--- config.mk ---
export PLATFORM = sky130hd
export DESIGN_NAME = wec_fmul
export DESIGN_NICKNAME = d
export VERILOG_FILES = /design/src/rtl/wec_pkg.sv /design/src/rtl/wec_fmul.sv
export SDC_FILE = /design/constraint.sdc
export NUM_CORES = 2
export LEC_CHECK = 0
export BUFFER_PORTS_ARGS = -buffer_cell sky130_fd_sc_hd__buf_4
export CORE_ASPECT_RATIO = 1.25
export CORE_MARGIN = 2
export CORE_UTILIZATION = 55
export DETAILED_ROUTE_END_ITERATION = 10
export GPL_TIMING_DRIVEN = 0
export PLACE_DENSITY = 0.72
export RECOVER_POWER = 25
export SLEW_MARGIN = 10
export SYNTH_ARGS = -nofsm -noshare
export SYNTH_HDL_FRONTEND = slang
export SYNTH_SLANG_ARGS = --single-unit
--- constraint.sdc ---
create_clock -name clk -period 14.55 [get_ports clk]
set_clock_uncertainty 0.05 [all_clocks]
set_input_delay 1.455 -clock clk [delete_from_list [all_inputs] [get_ports clk]]
set_output_delay 1.455 -clock clk [all_outputs]
set_load 0.05 [all_outputs]
--- src/rtl/wec_pkg.sv ---
// Shared types, codes and float helpers for the weighted element-wise combiner.
// No dependencies; used by wec_fmul, wec_fadd and weighted_elementwise_combine.
package wec_pkg;

    localparam int unsigned LATENCY = 8;
    localparam int unsigned TAG_DEPTH = 7;
    localparam logic [31:0] CANON_NAN = 32'h7FC0_0000;

    typedef enum logic [1:0] {
        MODE_PROD = 2'd0,
        MODE_SUM  = 2'd1,
        MODE_MAX  = 2'd2,
        MODE_NONE = 2'd3
    } mode_t;

    localparam logic CFG_OP_MODE      = 1'b0;
    localparam logic CFG_VALUE_FORMAT = 1'b1;

    typedef struct packed {
        logic nan;
        logic inf;
        logic zero;
        logic sign;
    } spec_t;

    typedef struct packed {
        mode_t       mode;
        logic        bf;
        logic [31:0] alt;
    } tag_t;

    function automatic logic [5:0] lzc48(input logic [47:0] v);
        logic [5:0] n;
        logic       found;
        n     = 6'd48;
        found = 1'b0;
        for (int i = 47; i >= 0; i--)
        begin
            if (!found && v[i])
            begin
                n     = 6'(47 - i);
                found = 1'b1;
            end
        end
        return n;
    endfunction

    // round to nearest even; carry out of the mantissa moves into the exponent
    function automatic logic [30:0] round_rne(input logic [7:0] ef, input logic [23:0] m,
                                              input logic g, input logic s);
        logic inc;
        inc = g & (s | m[0]);
        return {ef, m[22:0]} + 31'(inc);
    endfunction

endpackage

--- src/rtl/wec_fmul.sv ---
// Three-stage IEEE single precision multiplier, round to nearest even.
// Depends on wec_pkg.
module wec_fmul
(
    input  logic        clk,
    input  logic [31:0] a,
    input  logic [31:0] b,
    output logic [31:0] p
);

    logic [7:0]  ea, eb, eae, ebe;
    logic [23:0] ma, mb;
    logic        a_nan, b_nan, a_inf, b_inf, a_zero, b_zero;

    wec_pkg::spec_t s1_spec_reg, s1_spec_next, s2_spec_reg;
    logic [47:0] s1_prod_reg, s1_prod_next;
    logic [8:0]  s1_esum_reg, s1_esum_next;

    logic [5:0]  lz;
    logic [47:0] s2_pn_reg, s2_pn_next;
    logic signed [9:0] s2_e_reg, s2_e_next;

    logic signed [9:0] t;
    logic [5:0]  sh;
    logic [7:0]  ef;
    logic        ovf, lost;
    logic [47:0] ps;
    logic [30:0] r;
    logic [31:0] p_reg, p_next;

    always_comb
    begin
        ea     = a[30:23];
        eb     = b[30:23];
        eae    = (ea == 8'd0) ? 8'd1 : ea;
        ebe    = (eb == 8'd0) ? 8'd1 : eb;
        ma     = {|ea, a[22:0]};
        mb     = {|eb, b[22:0]};
        a_nan  = (&ea) & (|a[22:0]);
        b_nan  = (&eb) & (|b[22:0]);
        a_inf  = (&ea) & ~(|a[22:0]);
        b_inf  = (&eb) & ~(|b[22:0]);
        a_zero = ~(|a[30:0]);
        b_zero = ~(|b[30:0]);
        s1_spec_next.nan  = a_nan | b_nan | (a_inf & b_zero) | (b_inf & a_zero);
        s1_spec_next.inf  = a_inf | b_inf;
        s1_spec_next.zero = a_zero | b_zero;
        s1_spec_next.sign = a[31] ^ b[31];
        s1_esum_next = {1'b0, eae} + {1'b0, ebe};
        s1_prod_next = ma * mb;
    end

    always_comb
    begin
        lz         = wec_pkg::lzc48(s1_prod_reg);
        s2_pn_next = s1_prod_reg << lz;
        s2_e_next  = $signed({1'b0, s1_esum_reg}) - 10'sd126 - $signed({4'b0, lz});
    end

    always_comb
    begin
        t   = 10'sd1 - s2_e_reg;
        ovf = 1'b0;
        if (s2_e_reg > 10'sd0)
        begin
            sh  = 6'd0;
            ef  = s2_e_reg[7:0];
            ovf = (s2_e_reg >= 10'sd255);
        end
        else
        begin
            sh = (t > 10'sd48) ? 6'd48 : t[5:0];
            ef = 8'd0;
        end
        ps   = s2_pn_reg >> sh;
        lost = |(s2_pn_reg & ((48'h1 << sh) - 48'h1));
        r    = wec_pkg::round_rne(ef, ps[47:24], ps[23], (|ps[22:0]) | lost);
        if (s2_spec_reg.nan)
            p_next = wec_pkg::CANON_NAN;
        else if (s2_spec_reg.inf || ovf)
            p_next = {s2_spec_reg.sign, 8'hFF, 23'd0};
        else if (s2_spec_reg.zero)
            p_next = {s2_spec_reg.sign, 31'd0};
        else
            p_next = {s2_spec_reg.sign, r};
    end

    always_ff @(posedge clk)
    begin
        s1_spec_reg <= s1_spec_next;
        s1_prod_reg <= s1_prod_next;
        s1_esum_reg <= s1_esum_next;
        s2_spec_reg <= s1_spec_reg;
        s2_pn_reg   <= s2_pn_next;
        s2_e_reg    <= s2_e_next;
        p_reg       <= p_next;
    end

    assign p = p_reg;

endmodule

After elaboration in Yosys (flattened, before gate mapping)
Cells that the tools add are included.

Register bits: 155. Input bits: 65. Output and inout bits: 32. Word-level logic and storage cells: 260.

$add $sub $neg: 6. Multiply operators: 1. $lt $le $gt $ge: 3. Shifts and indexed selects: 3. Muxes and demuxes: 103. Bitwise gates (word level): 20. Reduce and logical (&&, ||, !) cells: 109.

Operators with widths (number): $mux W6 (50); $reduce_or A23 Y1 (3); $reduce_or A31 Y1 (2); $and A48 B48 Y48 (1); $mul A24 B24 Y48 (1); $mux W1 (48); $reduce_or A48 Y1 (1); $shl A1 B6 Y48 const A (1); $shl A48 B6 Y48 (1); $shr A48 B6 Y47 (1); $sub A48 B1 Y48 const B (1); $logic_and A1 B1 Y1 (47); $logic_not A1 Y1 (47); $add A31 B1 Y31 (1); $mux W31 (1); $mux W8 (3); $mux W23 (1); $logic_not A8 Y1 (2); $reduce_and A8 Y1 (2); $reduce_or A8 Y1 (2); $ge A10 B9 Y1 const B (1); $gt A10 B1 Y1 const B (1); $gt A10 B7 Y1 const B (1); $sub A10 B7 Y10 (1); other kinds (10) (25).

Longest topological paths before layout
Depth after elaboration: 143. Depth in mapped cells: 30. Depth with buffers taken out: 29.

Worst setup path after synthesis
Ideal clock, no wire load.

Path type: input port to flip-flop. Start point: in b[3]. End point: reg s1_prod_reg[47]. Library setup time: 0.072 ns. Arrival time: 8.433 ns. Required time: 14.428 ns. Setup slack: 5.995 ns. Stages: 27. Buffers on the path: 2. Cell sequence: clkbuf_1 -> clkbuf_1 -> nand2_1 -> fa_1 -> inv_1 -> fa_1 -> fa_1 -> fa_1 -> fa_1 -> inv_1 -> fa_1 -> inv_1 -> fa_1 -> ha_1 -> and2_1 -> a311oi_1 -> o21ai_0 -> o21a_1 -> a221o_1 -> o21a_1 -> a31oi_1 -> o21ai_0 -> a31oi_1 -> nand3b_1 -> nor2_1 -> o32ai_1 -> xnor2_1.

Longest elaborated chain between the ends: 1.

Ends and longest elaborated chain: start: declaration (RTL line wec_fmul.sv:7) `input logic [31:0] b,`; $mul A24 B24 Y48 (RTL line wec_fmul.sv:50) `s1_prod_next = ma * mb;`; net s1_prod_next[47] (RTL line wec_fmul.sv:16) `logic [47:0] s1_prod_reg, s1_prod_next;`; end signal: assignment (RTL line wec_fmul.sv:91) `s1_prod_reg <= s1_prod_next;`; end: declaration (RTL line wec_fmul.sv:16).

The timed path passes the listed nets, and every way through them passes these cells. A chain may end at the register's enable or synchronous reset.

Final worst setup path
Start point: in b[5]. End point: reg s1_prod_reg[47].

The elaborated chain is that of the path after synthesis.

==> results.rst <==
.. list-table::
   :header-rows: 1

   * - Metric
     - Value
   * - Outcome
     - finished, final reports clean
   * - Required time of the critical path
     - 14.85 ns
   * - Compound-Gate Fraction of Synth Area
     - 12.5%
   * - Worst Setup End Kind
     - flip-flop
   * - Starting Density
     - 55.5%
   * - Delay of the slowest cell on the worst path
     - 0.61 ns
   * - Number of iterations in the first detailed-routing pass
     - 8
   * - Synth unique cells
     - 103
   * - Number of enable flip-flop cells after synthesis
     - 0
   * - Top fanout value on the critical path
     - 10
   * - Global-route usage over all layers
     - 42.6%
   * - Post-Synthesis Cell Area
     - 0.0304 sq mm
   * - Total Nets Final
     - 4575
   * - Detailed Route WL
     - 120 mm
   * - Clock transition at the register clock pins on the worst setup and hold paths after CTS
     - 0.07 ns
   * - Total number of clock tree sinks
     - 155
   * - Clock tree root buffer cell
     - sky130_fd_sc_hd__clkbuf_16
   * - Max-slew violations
     - 0
   * - Path category of the worst min-delay check
     - flip-flop to flip-flop
   * - # hold bufs at CTS
     - 0
   * - Final setup viols
     - 0
   * - Kind of launch point of the worst setup path
     - primary input
   * - Vias per inst
     - 6.14
   * - Count of endpoints failing hold in the final timing report
     - 0
   * - Area of the die
     - 0.0572 sq mm
   * - Clock Latency Late Sink
     - 0.46 ns
   * - Total grt overflow
     - 0
   * - Shortest clock period the worst path allows after layout
     - 9.71 ns
   * - Iter 0 DRT Violations
     - 2615
   * - Flops & latches, synth
     - 155
   * - Setup fix buffers added after clock tree synthesis
     - 0
   * - Total area of multi-input combinational cells
     - 0.0244 sq mm
   * - Number of H-tree levels
     - 4
   * - Count of fill cells added during filler insertion
     - 5163
   * - WP data arrival
     - 10.01 ns
   * - Number of cells produced by synthesis
     - 3715
   * - Top library cells by usage in the layout, fill and taps aside
     - sky130_fd_sc_hd__nand2_1, sky130_fd_sc_hd__inv_1, sky130_fd_sc_hd__fa_1
   * - Number of nets produced by synthesis
     - 4464
   * - TritonCTS Buffers
     - 17
   * - Unrepaired setup endpoints after global routing
     - no
   * - Max cap viols
     - 0
   * - Mean instance size in the synthesized netlist
     - 8.18 sq um
   * - Detailed-route DRC error count
     - 0
   * - N_diodes
     - 0
   * - Area occupied by registers
     - 0.00310 sq mm
   * - Yosys synthesis warning count
     - 0
   * - CP most frequent cell
     - sky130_fd_sc_hd__fa_1
   * - Post-Route Hold Slack
     - 0.278 ns
   * - I/O pin count
     - 97
   * - Die outline height
     - 267 um
   * - Post-synthesis sequential area ratio
     - 10.2%
   * - Final RePlAce weighted congestion
     - 1.03
   * - Detailed Place HPWL
     - 98.3 mm
   * - Via count of the routed design
     - 28100
   * - Relative slew slack
     - 13.2%
   * - Share of post-route cells with drive strength above 1
     - 4.82%
   * - Initial antenna violation count
     - 4
   * - Maximum clock insertion buffer count
     - 2
   * - Parity-gate share of the synthesized area counting xor and xnor cells
     - 2.62%
   * - Die boundary width
     - 214 um
   * - Layout area overhead
     - 6.95%
   * - Synthesized-area fraction occupied by adder cells
     - 40.1%
   * - Final Core Density
     - 59.4%
   * - Average wire per standard cell
     - 26.3 um
   * - Number of cells upsized or downsized after cts
     - 0
   * - Final antenna-violating net count
     - 0
   * - Critical setup path kind
     - primary input to flip-flop
   * - Worst Path Buf+Inv
     - 5
   * - Share of the clock period used by the worst path
     - 66.7%
   * - Kind of cell adding the most delay to the critical path
     - adder cells
   * - Max Clock Freq
     - 103 MHz
   * - Maximum number of pins on one net before global-route repair
     - 17
   * - Synthesized-area fraction occupied by and/or/nand/nor cells
     - 20.1%
   * - Summed negative setup slack over all endpoints
     - 0 ns
   * - TritonCTS clock tree
     - built
   * - Main combinational cell family by area after synthesis
     - adder cells
   * - Vias in the first global route
     - 29300
   * - Multiplexer share of the synthesized area
     - 4.74%
   * - Worst-Margin Slew
     - 1.27 ns
   * - Placeable core region
     - 0.0548 sq mm
   * - Main flop type after synthesis
     - sky130_fd_sc_hd__dfxtp_1
   * - Port Buffers
     - 89
   * - Most common cell after layout, fill and taps aside
     - sky130_fd_sc_hd__nand2_1
   * - Async set-reset flop share out of synthesis
     - 0%
   * - Site row count
     - 96
   * - First-pass GRT wire length
     - 180 mm
   * - Master of the slowest instance on the critical path
     - sky130_fd_sc_hd__clkbuf_1
area by class of cell:
cell class,count,area share [%]
Clock inverter,14,0.550
Inverter,542,6.26
Buffer,222,2.77
Timing Repair Buffer,92,1.73
Multi-Input combinational cell,2796,75.0
Clock buffer,18,1.35
Tap cell,735,2.83
Sequential cell,155,9.54
worst paths after layout:
kind | start | endpoint | slack (ns) | cells past startpoint
worst max-delay path | b[5] | s1_prod_reg[47]$_DFF_P_ | 4.84 | 27
worst min-delay path | s1_spec_reg[2]$_DFF_P_ | s2_spec_reg[2]$_DFF_P_ | 0.28 | 0
worst max register to register | s2_e_reg[1]$_DFF_P_ | p[0]$_SDFF_PP0_ | 6.99 | 20
worst min register to register | s1_spec_reg[2]$_DFF_P_ | s2_spec_reg[2]$_DFF_P_ | 0.28 | 0
routing by layer:
layer / global-route usage, % / vias to the layer above / share of wire (%)
li1: - / 12300 / -
met5: 0 / - / 0.029
met1: 43.0 / 13600 / 32
met2: 74.1 / 1636 / 48
met3: 8.81 / 630 / 8.2
met4: 39.1 / 6 / 11
Yosys cell counts, drive strengths merged, types with 9 or more instances:
master / number / area share (%)
nor2: 216 / 2.7
a31oi: 25 / 0.53
a22oi: 11 / 0.29
o221ai: 17 / 0.51
o21a: 21 / 0.52
nor2b: 10 / 0.21
ha: 200 / 8.2
o22ai: 19 / 0.39
a211oi: 28 / 0.71
nor3: 65 / 1.1
o21ai: 138 / 2.4
and2: 214 / 4.4
o211ai: 20 / 0.51
xnor2: 64 / 1.9
mux2i: 128 / 4.2
a21o: 27 / 0.67
dfxtp: 155 / 10
fa: 484 / 32
nand4: 27 / 0.60
a21oi: 145 / 2.4
nand3: 47 / 0.77
o2111ai: 9 / 0.26
mux2: 12 / 0.44
clkbuf: 175 / 2.2
nor4: 32 / 0.71
nand2: 613 / 7.6
nand2b: 18 / 0.37
and3: 16 / 0.33
or3: 22 / 0.50
buf: 47 / 0.81
xor2: 24 / 0.69
o21bai: 11 / 0.27
inv: 539 / 6.7
per-stage QoR:
stage / cell area [sq um] / setup slack [ns] / instances
after floorplan: 30400 / 5.99 / 3715
after global placement: 32000 / 4.53 / 4539
after detailed placement: 32000 / 4.51 / 4541
after CTS: 32600 / 4.97 / 4573
after global routing: 32500 / 4.66 / 4574
final: 32500 / 4.84 / 4574
cells by family (layout without fill, tap and decap cells):
family,Yosys count,after routing
AO/OA/AOI/OAI,571,571
adder cells (fa/ha/maj),685,685
AND/OR/NAND/NOR,1311,1311
buffers and inverters,764,888
flip-flops,155,155
multiplexers,141,141
XOR/XNOR,88,88
Power is not shown: default switching activity piles up to over one toggle a cycle in this logic, so the estimate is an artifact.
