==> src/rtl/wec_pkg.sv <==
// Shared types, codes and float helpers for the weighted element-wise combiner.
// No dependencies; used by wec_fmul, wec_fadd and weighted_elementwise_combine.
package wec_pkg;

    localparam int unsigned LATENCY = 8;
    localparam int unsigned TAG_DEPTH = 7;
    localparam logic [31:0] CANON_NAN = 32'h7FC0_0000;

    typedef enum logic [1:0] {
        MODE_PROD = 2'd0,
        MODE_SUM  = 2'd1,
        MODE_MAX  = 2'd2,
        MODE_NONE = 2'd3
    } mode_t;

    localparam logic CFG_OP_MODE      = 1'b0;
    localparam logic CFG_VALUE_FORMAT = 1'b1;

    typedef struct packed {
        logic nan;
        logic inf;
        logic zero;
        logic sign;
    } spec_t;

    typedef struct packed {
        mode_t       mode;
        logic        bf;
        logic [31:0] alt;
    } tag_t;

    function automatic logic [5:0] lzc48(input logic [47:0] v);
        logic [5:0] n;
        logic       found;
        n     = 6'd48;
        found = 1'b0;
        for (int i = 47; i >= 0; i--)
        begin
            if (!found && v[i])
            begin
                n     = 6'(47 - i);
                found = 1'b1;
            end
        end
        return n;
    endfunction

    // round to nearest even; carry out of the mantissa moves into the exponent
    function automatic logic [30:0] round_rne(input logic [7:0] ef, input logic [23:0] m,
                                              input logic g, input logic s);
        logic inc;
        inc = g & (s | m[0]);
        return {ef, m[22:0]} + 31'(inc);
    endfunction

endpackage

==> src/rtl/wec_fadd.sv <==
// Four-stage IEEE single precision adder: align, add, normalize, round.
// Depends on wec_pkg.
module wec_fadd
(
    input  logic        clk,
    input  logic [31:0] x,
    input  logic [31:0] y,
    output logic [31:0] s
);

    logic [31:0] big, sml;
    logic [7:0]  exb, exs, d;
    logic [26:0] smf, sm_sh;
    logic        x_nan, y_nan, x_inf, y_inf, lost;

    wec_pkg::spec_t a1_spec_reg, a1_spec_next, a2_spec_reg, a3_spec_reg;
    logic        a1_sub_reg, a1_sub_next, a1_zs_reg, a1_zs_next;
    logic [7:0]  a1_ex_reg, a1_ex_next;
    logic [26:0] a1_big_reg, a1_big_next, a1_sm_reg, a1_sm_next;

    logic [27:0] a2_s_reg, a2_s_next;
    logic [7:0]  a2_ex_reg;
    logic        a2_zs_reg;

    logic [8:0]  e9;
    logic [5:0]  lz;
    logic [7:0]  lim, sh;
    logic [26:0] a3_sn_reg, a3_sn_next;
    logic [7:0]  a3_ef_reg, a3_ef_next;
    logic        a3_ovf_reg, a3_ovf_next, a3_zero_reg, a3_zero_next, a3_zs_reg;

    logic [30:0] r;
    logic [31:0] s_reg, s_next;

    always_comb
    begin
        x_nan = (&x[30:23]) & (|x[22:0]);
        y_nan = (&y[30:23]) & (|y[22:0]);
        x_inf = (&x[30:23]) & ~(|x[22:0]);
        y_inf = (&y[30:23]) & ~(|y[22:0]);
        if (x[30:0] >= y[30:0])
        begin
            big = x;
            sml = y;
        end
        else
        begin
            big = y;
            sml = x;
        end
        exb   = (big[30:23] == 8'd0) ? 8'd1 : big[30:23];
        exs   = (sml[30:23] == 8'd0) ? 8'd1 : sml[30:23];
        d     = exb - exs;
        smf   = {|sml[30:23], sml[22:0], 3'b000};
        sm_sh = smf >> d;
        lost  = |(smf & ((27'h1 << d) - 27'h1));
        if (d >= 8'd27)
            a1_sm_next = {26'd0, |smf};
        else
            a1_sm_next = {sm_sh[26:1], sm_sh[0] | lost};
        a1_big_next       = {|big[30:23], big[22:0], 3'b000};
        a1_ex_next        = exb;
        a1_sub_next       = x[31] ^ y[31];
        a1_zs_next        = x[31] & y[31];
        a1_spec_next.nan  = x_nan | y_nan | (x_inf & y_inf & (x[31] ^ y[31]));
        a1_spec_next.inf  = x_inf | y_inf;
        a1_spec_next.zero = 1'b0;
        a1_spec_next.sign = big[31];
    end

    always_comb
    begin
        if (a1_sub_reg)
            a2_s_next = {1'b0, a1_big_reg} - {1'b0, a1_sm_reg};
        else
            a2_s_next = {1'b0, a1_big_reg} + {1'b0, a1_sm_reg};
    end

    always_comb
    begin
        e9  = {1'b0, a2_ex_reg} + 9'd1;
        lz  = wec_pkg::lzc48({a2_s_reg[26:0], 21'd0});
        lim = a2_ex_reg - 8'd1;
        sh  = ({2'b0, lz} < lim) ? {2'b0, lz} : lim;
        a3_zero_next = (a2_s_reg == 28'd0);
        if (a2_s_reg[27])
        begin
            a3_sn_next  = {a2_s_reg[27:2], a2_s_reg[1] | a2_s_reg[0]};
            a3_ef_next  = e9[7:0];
            a3_ovf_next = (e9 >= 9'd255);
        end
        else
        begin
            a3_sn_next  = a2_s_reg[26:0] << sh;
            a3_ef_next  = a3_sn_next[26] ? (a2_ex_reg - sh) : 8'd0;
            a3_ovf_next = 1'b0;
        end
    end

    always_comb
    begin
        r = wec_pkg::round_rne(a3_ef_reg, a3_sn_reg[26:3], a3_sn_reg[2], |a3_sn_reg[1:0]);
        if (a3_spec_reg.nan)
            s_next = wec_pkg::CANON_NAN;
        else if (a3_spec_reg.inf || a3_ovf_reg)
            s_next = {a3_spec_reg.sign, 8'hFF, 23'd0};
        else if (a3_zero_reg)
            s_next = {a3_zs_reg, 31'd0};
        else
            s_next = {a3_spec_reg.sign, r};
    end

    always_ff @(posedge clk)
    begin
        a1_spec_reg <= a1_spec_next;
        a1_sub_reg  <= a1_sub_next;
        a1_zs_reg   <= a1_zs_next;
        a1_ex_reg   <= a1_ex_next;
        a1_big_reg  <= a1_big_next;
        a1_sm_reg   <= a1_sm_next;
        a2_spec_reg <= a1_spec_reg;
        a2_s_reg    <= a2_s_next;
        a2_ex_reg   <= a1_ex_reg;
        a2_zs_reg   <= a1_zs_reg;
        a3_spec_reg <= a2_spec_reg;
        a3_sn_reg   <= a3_sn_next;
        a3_ef_reg   <= a3_ef_next;
        a3_ovf_reg  <= a3_ovf_next;
        a3_zero_reg <= a3_zero_next;
        a3_zs_reg   <= a2_zs_reg;
        s_reg       <= s_next;
    end

    assign s = s_reg;

endmodule

==> config.mk <==
export PLATFORM = sky130hd
export DESIGN_NAME = wec_fadd
export DESIGN_NICKNAME = d
export VERILOG_FILES = /design/src/rtl/wec_pkg.sv /design/src/rtl/wec_fadd.sv
export SDC_FILE = /design/constraint.sdc
export NUM_CORES = 1
export LEC_CHECK = 0
export ABC_AREA = 1
export ABC_CLOCK_PERIOD_IN_PS = 5900
export BUFFER_PORTS_ARGS = -buffer_cell sky130_fd_sc_hd__buf_2
export CORE_MARGIN = 8
export CORE_UTILIZATION = 55
export CTS_BUF_LIST = sky130_fd_sc_hd__clkbuf_2 sky130_fd_sc_hd__clkbuf_4 sky130_fd_sc_hd__clkbuf_8
export CTS_CLUSTER_DIAMETER = 50
export DETAILED_ROUTE_END_ITERATION = 12
export GPL_TIMING_DRIVEN = 1
export PLACE_DENSITY = 0.78
export SLEW_MARGIN = 30
export SYNTH_ARGS = -nofsm -noshare
export SYNTH_HDL_FRONTEND = slang
export SYNTH_SLANG_ARGS = --single-unit
==> constraint.sdc <==
create_clock -name clk -period 5.9 [get_ports clk]
set_clock_uncertainty 0.2 [all_clocks]
set_input_delay 0.295 -clock clk [delete_from_list [all_inputs] [get_ports clk]]
set_output_delay 0.295 -clock clk [all_outputs]
set_load 0.01 [all_outputs]
; ---- After elaboration in Yosys (flattened, before gate mapping)
; Index checks and enable logic that the tools add are counted.
[word_totals]
ff_bits = 176
out_inout_bits = 32
word_cells = 191
[classes]
n_addsub = 8
magnitude_cmp = 4
shift = 3
mux = 65
bitwise = 18
reduce_logical = 67
[op_table]
columns = op, count
row1 = $mux W6, 27
row2 = $mux W32, 3
row3 = $reduce_or A23 Y1, 2
row4 = $mux W8, 5
row5 = $add A31 B1 Y31, 1
row6 = $ge A31 B31 Y1, 1
row7 = $mux W31, 1
row8 = $reduce_or A31 Y1, 1
row9 = $add A27 B27 Y28, 1
row10 = $logic_not A28 Y1, 1
row11 = $mux W28, 1
row12 = $sub A27 B27 Y28, 1
row13 = $and A27 B27 Y27, 1
row14 = $mux W1, 27
row15 = $reduce_or A27 Y1, 1
row16 = $shl A1 B8 Y27 const A, 1
row17 = $shl A27 B8 Y27, 1
row18 = $shr A27 B8 Y27, 1
row19 = $sub A27 B1 Y27 const B, 1
row20 = $logic_and A1 B1 Y1, 26
row21 = $logic_not A1 Y1, 26
row22 = $mux W26, 1
row23 = $logic_not A8 Y1, 2
row24 = $reduce_and A8 Y1, 2
row25 = other kinds (14), 30

; ---- Longest topological paths before layout
; Gate-level depths: netlist (run 1).
[depth]
depth_word = 84
ltp_mapped = 44
mapped_depth_nobuf = 42

; ---- Least setup slack after synthesis (run 1)
; No wires, ideal clock.
[synth_path]
path_type = input to register
startpoint = input port y[16]
endpoint = register a1_sm_reg[0]
setup_ps = 120
arrival_ps = 4994
t_required_ps = 5580
path_slack_ps = 586
cell_stages = 39
path_cell_list = inv_1 -> ha_1 -> a21oi_1 -> nor2_1 -> a211oi_1 -> o21ai_0 -> a21oi_1 -> nand3_1 -> clkbuf_1 -> buf_2 -> buf_2 -> nand2_1 -> o21ai_0 -> nor4_1 -> nand4_1 -> nand2_1 -> inv_1 -> ha_1 -> (+3 left out) -> inv_1 -> nand2_1 -> nand2_1 -> xor2_1 -> inv_1 -> nor2_2 -> inv_1 -> nor2_2 -> inv_1 -> a21oi_1 -> nor2_1 -> nand3_1 -> nand3b_1 -> nand2_1 -> nor2_1 -> nand2_1 -> nor2_1 -> nand3_1
[synth_via]
elab_chain_len = 11
[synth_lines]
columns = element, line_no
row1 = "start, declared", wec_fadd.sv:7  ; input logic [31:0] y,
row2 = $ge A31 B31 Y1 *, wec_fadd.sv:41  ; if (x[30:0] >= y[30:0])
row3 = $mux W32 *, wec_fadd.sv:41
row4 = $logic_not A8 Y1, wec_fadd.sv:51  ; exb = (big[30:23] == 8'd0) ? 8'd1 : big[30:23];
row5 = $mux W8 *, wec_fadd.sv:51
row6 = net a1_ex_next[1], wec_fadd.sv:18  ; logic [7:0] a1_ex_reg, a1_ex_next;
row7 = $sub A8 B8 Y8 *, wec_fadd.sv:53  ; d = exb - exs;
row8 = $shl A1 B8 Y27, wec_fadd.sv:56  ; lost = |(smf & ((27'h1 << d) - 27'h1));
row9 = $sub A27 B1 Y27, wec_fadd.sv:56
row10 = $and A27 B27 Y27, wec_fadd.sv:56
row11 = $reduce_or A27 Y1, wec_fadd.sv:56
row12 = $or A1 B1 Y1, wec_fadd.sv:60  ; a1_sm_next = {sm_sh[26:1], sm_sh[0] | lost};
row13 = $mux W1 *, wec_fadd.sv:57  ; if (d >= 8'd27)
row14 = net a1_sm_next[0], wec_fadd.sv:19  ; logic [26:0] a1_big_reg, a1_big_next, a1_sm_reg, a1_sm_next;
row15 = "end signal, assigned", wec_fadd.sv:120  ; a1_sm_reg <= a1_sm_next;
row16 = "end, declared", wec_fadd.sv:19
; Mark *: on every way through the listed nets, which the timed path passes. The rest lies on a longest branch.
; A chain may end at the register's enable or synchronous reset.

; ---- Worst setup path in the final report (run 1)
[layout_path]
startpoint = input port x[1]
endpoint = register a1_sm_reg[19]
[layout_via]
elab_chain_len = 6
[layout_lines]
columns = element, line_no
row1 = "start, declared", wec_fadd.sv:6  ; input logic [31:0] x,
row2 = $ge A31 B31 Y1 *, wec_fadd.sv:41
row3 = $mux W32 *, wec_fadd.sv:41
row4 = $logic_not A8 Y1, wec_fadd.sv:51
row5 = $mux W8 *, wec_fadd.sv:51
row6 = net a1_ex_next[7], wec_fadd.sv:18
row7 = $sub A8 B8 Y8 *, wec_fadd.sv:53
row8 = $shr A27 B8 Y27 or $ge A8 B5 Y1 (tied branches), "wec_fadd.sv:55, wec_fadd.sv:57"
; Marked as above.

==> results by group, run 1 <==
Routing
  – Initial drt markers: 1419
  – Vias per cell: 5.92
  – First-pass detailed-route iteration total: 8
  – DRC viols: 0
  – Post-Route WL: 45400 um
  – Via Count: 14900
  – Wirelength per Cell: 18.0 um
  – Antenna Nets Post-Route: 0

Synth
  – Seq cells post-synth: 176
  – Post-synth top area share: 26.1%
  – Yosys top cell by area: dfxtp_1
  – Synth top area cells: dfxtp_1 (26%), nand2_1 (13%), ha_1 (9.6%), nand3_1 (8.1%), inv_1 (6.7%)
  – Number of synthesized flops with an enable pin: 0
  – Xor/xnor cell area share of the yosys netlist: 2.99%
  – Post-Syn Area: 13500 um^2
  – Cells after Synth: 2071
  – Compound-Gate Fraction of Synth Area: 17.9%
  – Post-synthesis simple-gate area fraction: 32.8%
  – Count leader, synth: nand2_1
  – Synthesized area per cell: 6.51 um^2
  – Warnings from Yosys: 0
  – Post-synthesis mux area share: 0.149%
  – Most common library cells after synthesis: nand2_1 (469), inv_1 (242), nand3_1 (217), dfxtp_1 (176), o21ai_0 (156)
  – Largest family of logic cells by synthesized area: simple AND/OR/NAND/NOR gates
  – Syn nets: 2242
  – Post-Synth Adder-Cell Area: 10.0%
  – Cell variety after synth: 62
  – Seq/Total Area, Yosys: 26.1%
  – Top FF cell, synth: dfxtp_1
  – Share of flip-flops with an asynchronous set or reset: 0%

Timing
  – Normalized max-slew margin: 33.4%
  – Final hold vios: 0
  – PnR worst setup slack: 0.139 ns
  – Period minus WS final: 5.76 ns
  – Tcrit/Tclk final: 97.6%
  – Setup violators final: 0
  – Slew Viols, Final: 0
  – RSZ-0062 raised after global routing: true
  – Worst Max-Slew Pin Slew: 0.988 ns
  – Max frequency: 174 MHz

Layout
  – Largest register FFs: 32
  – Fillers: 2271
  – Share of cells above drive strength 1: 11.7%
  – Layout area overhead: 13.2%
  – Fin nets: 2353
  – Post-Layout Inst Area: 15300 um^2
  – Ant. Diodes: 0
  – Finished Core Util: 63.1%

Global route
  – Vias in the first global route: 14000
  – Global-route wire length before repair: 71400 um
  – Largest net degree at the start of global routing: 68
  – GRT overflow: 0
  – Tot GR Track Use: 29.1%
  – Initial antenna violation count: 0

Setup path
  – Worst R2R Path Depth: 30
  – Critical Path AT: 5.95 ns
  – Crit path kind: input pin to flip-flop
  – Crit-path slowest cell: dlygate4sd3_1
  – Critical Path RT: 6.09 ns
  – Critical path capture point type: flip-flop
  – Crit path largest cell delay: 0.53 ns
  – CP Launch Type: input pin
  – Largest fanout on the critical path: 16

Power and ir drop
  – Sw power: 3.15 mW
  – Sw Share: 50.7%
  – Combinational group share of total power: 55.5%
  – Peak supply drop: 0.195 mV
  – Internal: 3.06 mW
  – Sequential share of power: 29.9%
  – P_leak: 7.29 nW
  – Power Dens Cells: 407 nW/um^2
  – Clock power share: 14.6%

Clocking
  – Clock transition at path regs: 0.11 ns
  – Root buffer cell: clkbuf_8
  – Clk sinks: 176
  – Clock Latency Late Sink: 0.49 ns
  – TritonCTS clock tree: yes
  – Max Root-Sink Buffers: 2
  – CTS Buf Count: 17
  – # H-tree levels: 4

Min path
  – Worst Hold Depth: 3
  – HP Class: input pin to flip-flop

Floorplan
  – Die Y-Extent: 173 um
  – # rows: 57
  – Full die area: 29800 um^2
  – Die W: 173 um
  – IO Pins: 97
  – Effective utilization at floorplan: 55.8%
  – Core area: 24200 um^2

Flow run
  – Max Cap Viol: 0

Placement
  – Post-DP HPWL: 35700 um
  – Post-place instance area: 14300 um^2
  – I/O Buffers: 96
  – Pre-CTS setup slack: -0.0691 ns
  – Placer Congestion: 1.02

Status
  – Status: finished clean
-- worst paths after layout --
kind	from	endpoint	slack (ns)
max reg2reg	a2_s_reg[17]$_DFF_P_	a3_ef_reg[7]$_DFF_P_	0.95
min	y[11]	a1_big_reg[14]$_DFF_P_	0.02
max	x[1]	a1_sm_reg[19]$_SDFF_PP0_	0.14
min reg2reg	a2_spec_reg[0]$_DFF_P_	a3_spec_reg[0]$_DFF_P_	0.12
-- cell families after synthesis --
kind of cell             Yosys count
AND/OR/NAND/NOR                  990
AO/OA/AOI/OAI                    417
buffers and inverters            334
flip-flops                       176
adder cells (fa/ha/maj)          106
XOR/XNOR                          46
multiplexers                       2
-- power groups by stage --
stage	combinational [mW]	sequential, mW	clock [mW]
2_1_floorplan	2.24	1.84	0
3_3_place_gp	3.21	1.87	0
3_5_place_dp	3.24	1.88	0
4_1_cts	3.28	1.85	0.922
5_1_grt	3.81	1.90	0.972
6_report	3.45	1.86	0.909
-- what timing repair did --
action / in CTS / in global routing
endpoints found under the hold margin: 21 / 0
resized for setup: 0 / 52
endpoints found under the setup margin: 0 / 26
hold buffers: 28 / 0
buffers inserted: 0 / 2
-- layout make-up --
cell class / instances / area [um^2] / area share, %
multi-input combinational: 1561 / 8760 / 57.4
sequential: 176 / 3520 / 23.1
timing repair buffer: 172 / 1160 / 7.59
inverter: 254 / 960 / 6.29
tap: 324 / 405 / 2.66
clock buffer: 17 / 234 / 1.53
clock inverter: 15 / 214 / 1.40
-- cell usage in the layout (no fill, tap or decap), drive strengths merged, types with 3 or more instances in the layout --
| cell type | instances |
|---|---|
| a2111oi | 3 |
| a211oi | 3 |
| a21boi | 6 |
| a21oi | 112 |
| a31oi | 10 |
| and3 | 6 |
| buf | 143 |
| clkbuf | 18 |
| clkinv | 9 |
| dfxtp | 176 |
| dlygate4sd3 | 28 |
| fa | 3 |
| ha | 103 |
| inv | 259 |
| nand2 | 478 |
| nand3 | 221 |
| nand3b | 6 |
| nand4 | 46 |
| nor2 | 153 |
| nor3 | 38 |
| nor3b | 3 |
| nor4 | 26 |
| o211ai | 34 |
| o21a | 5 |
| o21ai | 191 |
| o21bai | 11 |
| o221ai | 4 |
| o22ai | 12 |
| o311ai | 4 |
| o31ai | 11 |
| or2 | 8 |
| xnor2 | 7 |
| xor2 | 39 |
-- routing by layer --
metal / vias to the layer above / GRT usage, % / wire (um)
met1: 6863 / 34.9 / 18300
met2: 711 / 48.4 / 21000
met3: 152 / 4.42 / 3400
met5: - / 0 / 0
li1: 7193 / - / -
met4: 0 / 18.0 / 2740
-- stage by stage --
step           hold slack (ns)  total power, mW  std cells  TNS, ns
6_report                0.0162             6.22       2519        0
3_5_place_dp             0.112             5.12       2456  -0.0691
5_1_grt                 0.0233             6.68       2519   -0.903
4_1_cts                0.00231             6.06       2516        0
3_3_place_gp             0.111             5.08       2456  -0.0533
2_1_floorplan            0.110             4.08       2071        0
-- critical path: cells and delay by family --
kind	cells	cell delay, ns
AOI/OAI and AO/OA	6	0.73
xor gates and xnor gates	1	0.15
adders and majority gates	3	0.81
buffers and inverters	13	1.84
and+or+nand+nor	20	2.15
Power figures use the tool's default switching activity.
==> run 2, diff against run 1 <==
Settings changed: MAX_ROUTING_LAYER set to met4, SLEW_MARGIN 30 to unset.
==> results by group, run 2 (synthesized netlist as in run 1, its figures left out) <==
Status
  – Status: finished clean

Routing
  – Wirelength per Cell: 18.8 um (+4.4%)
  – Vias per cell: 5.93 (+0.17%)
  – Antenna Nets Post-Route: 0 (unchanged)
  – Initial drt markers: 1443 (+1.7%)
  – Via Count: 15000 (+0.41%)
  – DRC viols: 0 (unchanged)
  – First-pass detailed-route iteration total: 6 (-2)
  – Post-Route WL: 47500 um (+4.7%)

Timing
  – Slew Viols, Final: 0 (unchanged)
  – Hold_ws: 0.00755 ns (-0.00861 ns)
  – RSZ-0062 raised after global routing: true
  – Period minus WS final: 5.62 ns (-0.145 ns)
  – Final hold vios: 0 (unchanged)
  – Worst Max-Slew Pin Slew: 0.959 ns (-0.0295 ns)
  – Setup violators final: 0 (unchanged)
  – Max frequency: 178 MHz (+2.6%)
  – Normalized max-slew margin: 36.0% (+2.6 points)
  – PnR worst setup slack: 0.284 ns (+0.145 ns)
  – Tcrit/Tclk final: 95.2% (-2.5 points)

Layout
  – Share of cells above drive strength 1: 11.2% (-0.48 points)
  – Fin nets: 2358 (+0.21%)
  – Fillers: 2265 (-0.26%)
  – Layout area overhead: 13.3%
  – Largest register FFs: 32 (unchanged)
  – Commonest non-fill, non-tap cell in the layout: nand2_1
  – Most frequent cells in the layout: nand2_1 (466), inv_1 (241), nand3_1 (214), dfxtp_1 (176), o21ai_0 (149)
  – Non-filler cells, final: 2525 (+0.24%)

Setup path
  – Crit path largest cell delay: 0.55 ns (+0.02 ns)
  – Crit-path slowest cell: dlygate4sd3_1
  – Critical path capture point type: flip-flop
  – Critical Path RT: 6.09 ns (about the same)
  – Critical Path AT: 5.80 ns (-0.15 ns)
  – Crit path kind: input pin to flip-flop
  – Critical Path Most Common Cell: nand2_1
  – CP Launch Type: input pin
  – Largest fanout on the critical path: 18 (+2)

Power and ir drop
  – P_leak: 7.32 nW (+0.40%)
  – Peak supply drop: 0.196 mV (+0.64%)
  – Power Dens Cells: 411 nW/um^2 (+0.86%)

Placement
  – Placer Congestion: 1.05 (+3.2%)
  – Post-DP HPWL: 37400 um (+4.8%)
  – Placed cell count: 2453 (-0.12%)
  – I/O Buffers: 96 (unchanged)
  – Pre-CTS setup slack: 0.338 ns (+0.407 ns)

Floorplan
  – Die Y-Extent: 173 um (unchanged)
  – Effective utilization at floorplan: 55.8% (unchanged)
  – Core area: 24200 um^2 (unchanged)
  – Full die area: 29800 um^2 (unchanged)
  – # rows: 57 (unchanged)
  – IO Pins: 97 (unchanged)
  – Die W: 173 um (unchanged)

Clocking
  – # H-tree levels: 4 (unchanged)
  – CTS Buf Count: 17 (unchanged)
  – TritonCTS clock tree: yes
  – Root buffer cell: clkbuf_8
  – Clk sinks: 176 (unchanged)
  – Clock Latency Late Sink: 0.49 ns (about the same)
  – Max Root-Sink Buffers: 2 (unchanged)
  – Clock transition at path regs: 0.12 ns (about the same)

Global route
  – GRT overflow: 0 (unchanged)
  – Vias in the first global route: 14100 (+0.71%)
  – Largest net degree at the start of global routing: 67 (-1.5%)
  – Global-route wire length before repair: 74800 um (+4.7%)
  – Initial antenna violation count: 2 (+2)
  – Tot GR Track Use: 31.6% (+2.5 points)

Min path
  – HP Class: input pin to flip-flop

Flow run
  – Max Cap Viol: 0 (unchanged)
## run 2: cell types whose count changed in the layout (fill, tap and decap cells not counted), moves of 2 or more
cell,change
o21ai_0,+9
nor3_2,-2
buf_4,-3
dlygate4sd3_1,+8
o21ai_1,-8
## run 2: what timing repair did
| item | in CTS | in global routing |
|---|---|---|
| buffers inserted | 0 | 2 |
| endpoints found under the setup margin | 0 | 21 |
| resized for setup | 0 | 34 |
| endpoints found under the hold margin | 24 | 0 |
| hold buffers | 36 | 0 |
## run 2: routing by layer
metal / track usage (%) / routed length, um / share of wire, %
met5: - / 0 / 0
met4: 17.6 / 2570 / 5.4
met3: 4.88 / 4000 / 8.4
met2: 51.9 / 22300 / 47
met1: 36.5 / 18700 / 39
## run 2: through the flow
stage          util [%]  power, mW  instance area [um^2]  setup TNS [ns]
6_report           63.2       6.28                 15300               0
5_1_grt            63.2       6.72                 15300          -0.424
4_1_cts            62.6       6.14                 15100               0
3_5_place_dp       59.2       5.18                 14300               0
3_3_place_gp       59.2       5.15                 14300               0
2_1_floorplan         -       4.08                 13500               0
## run 2: layout make-up
cell class                 instances  area, um^2  share of cell area [%]
antenna                            1        2.50                  0.0164
tap                              324         405                    2.65
sequential                       176        3520                    23.1
inverter                         254         956                    6.26
clock buffer                      17         234                    1.53
multi-input combinational       1561        8730                    57.1
clock inverter                    15         214                    1.40
timing repair buffer             177        1220                    7.96
## run 2: path summary, 6_finish.rpt
kind | startpoint | depth (start not counted) | slack, ns | endpoint
setup / recovery | x[12] | 37 | 0.28 | a1_sm_reg[0]$_DFF_P_
setup reg to reg | a2_s_reg[21]$_DFF_P_ | 25 | 1.13 | a3_ef_reg[6]$_DFF_P_
hold reg to reg | a1_ex_reg[6]$_DFF_P_ | 0 | 0.14 | a2_ex_reg[6]$_DFF_P_
hold / removal | y[15] | 3 | 0.008 | a1_big_reg[18]$_DFF_P_
## run 2: critical path, delay by kind of cell
kind                       cells  cell delay, ns
adders and majority gates      2            0.51
and+or+nand+nor               23            2.77
AOI/OAI and AO/OA              3            0.39
buffers and inverters          8            1.41
xor gates and xnor gates       1            0.41
## run 2: power by group
group | leakage, nW | total, mW | switching (mW) | internal, mW
Combinational | 5.63 | 3.49 | 2.35 | 1.14
Sequential | 1.47 | 1.86 | 0.280 | 1.58
Clock | 0.220 | 0.930 | 0.583 | 0.347
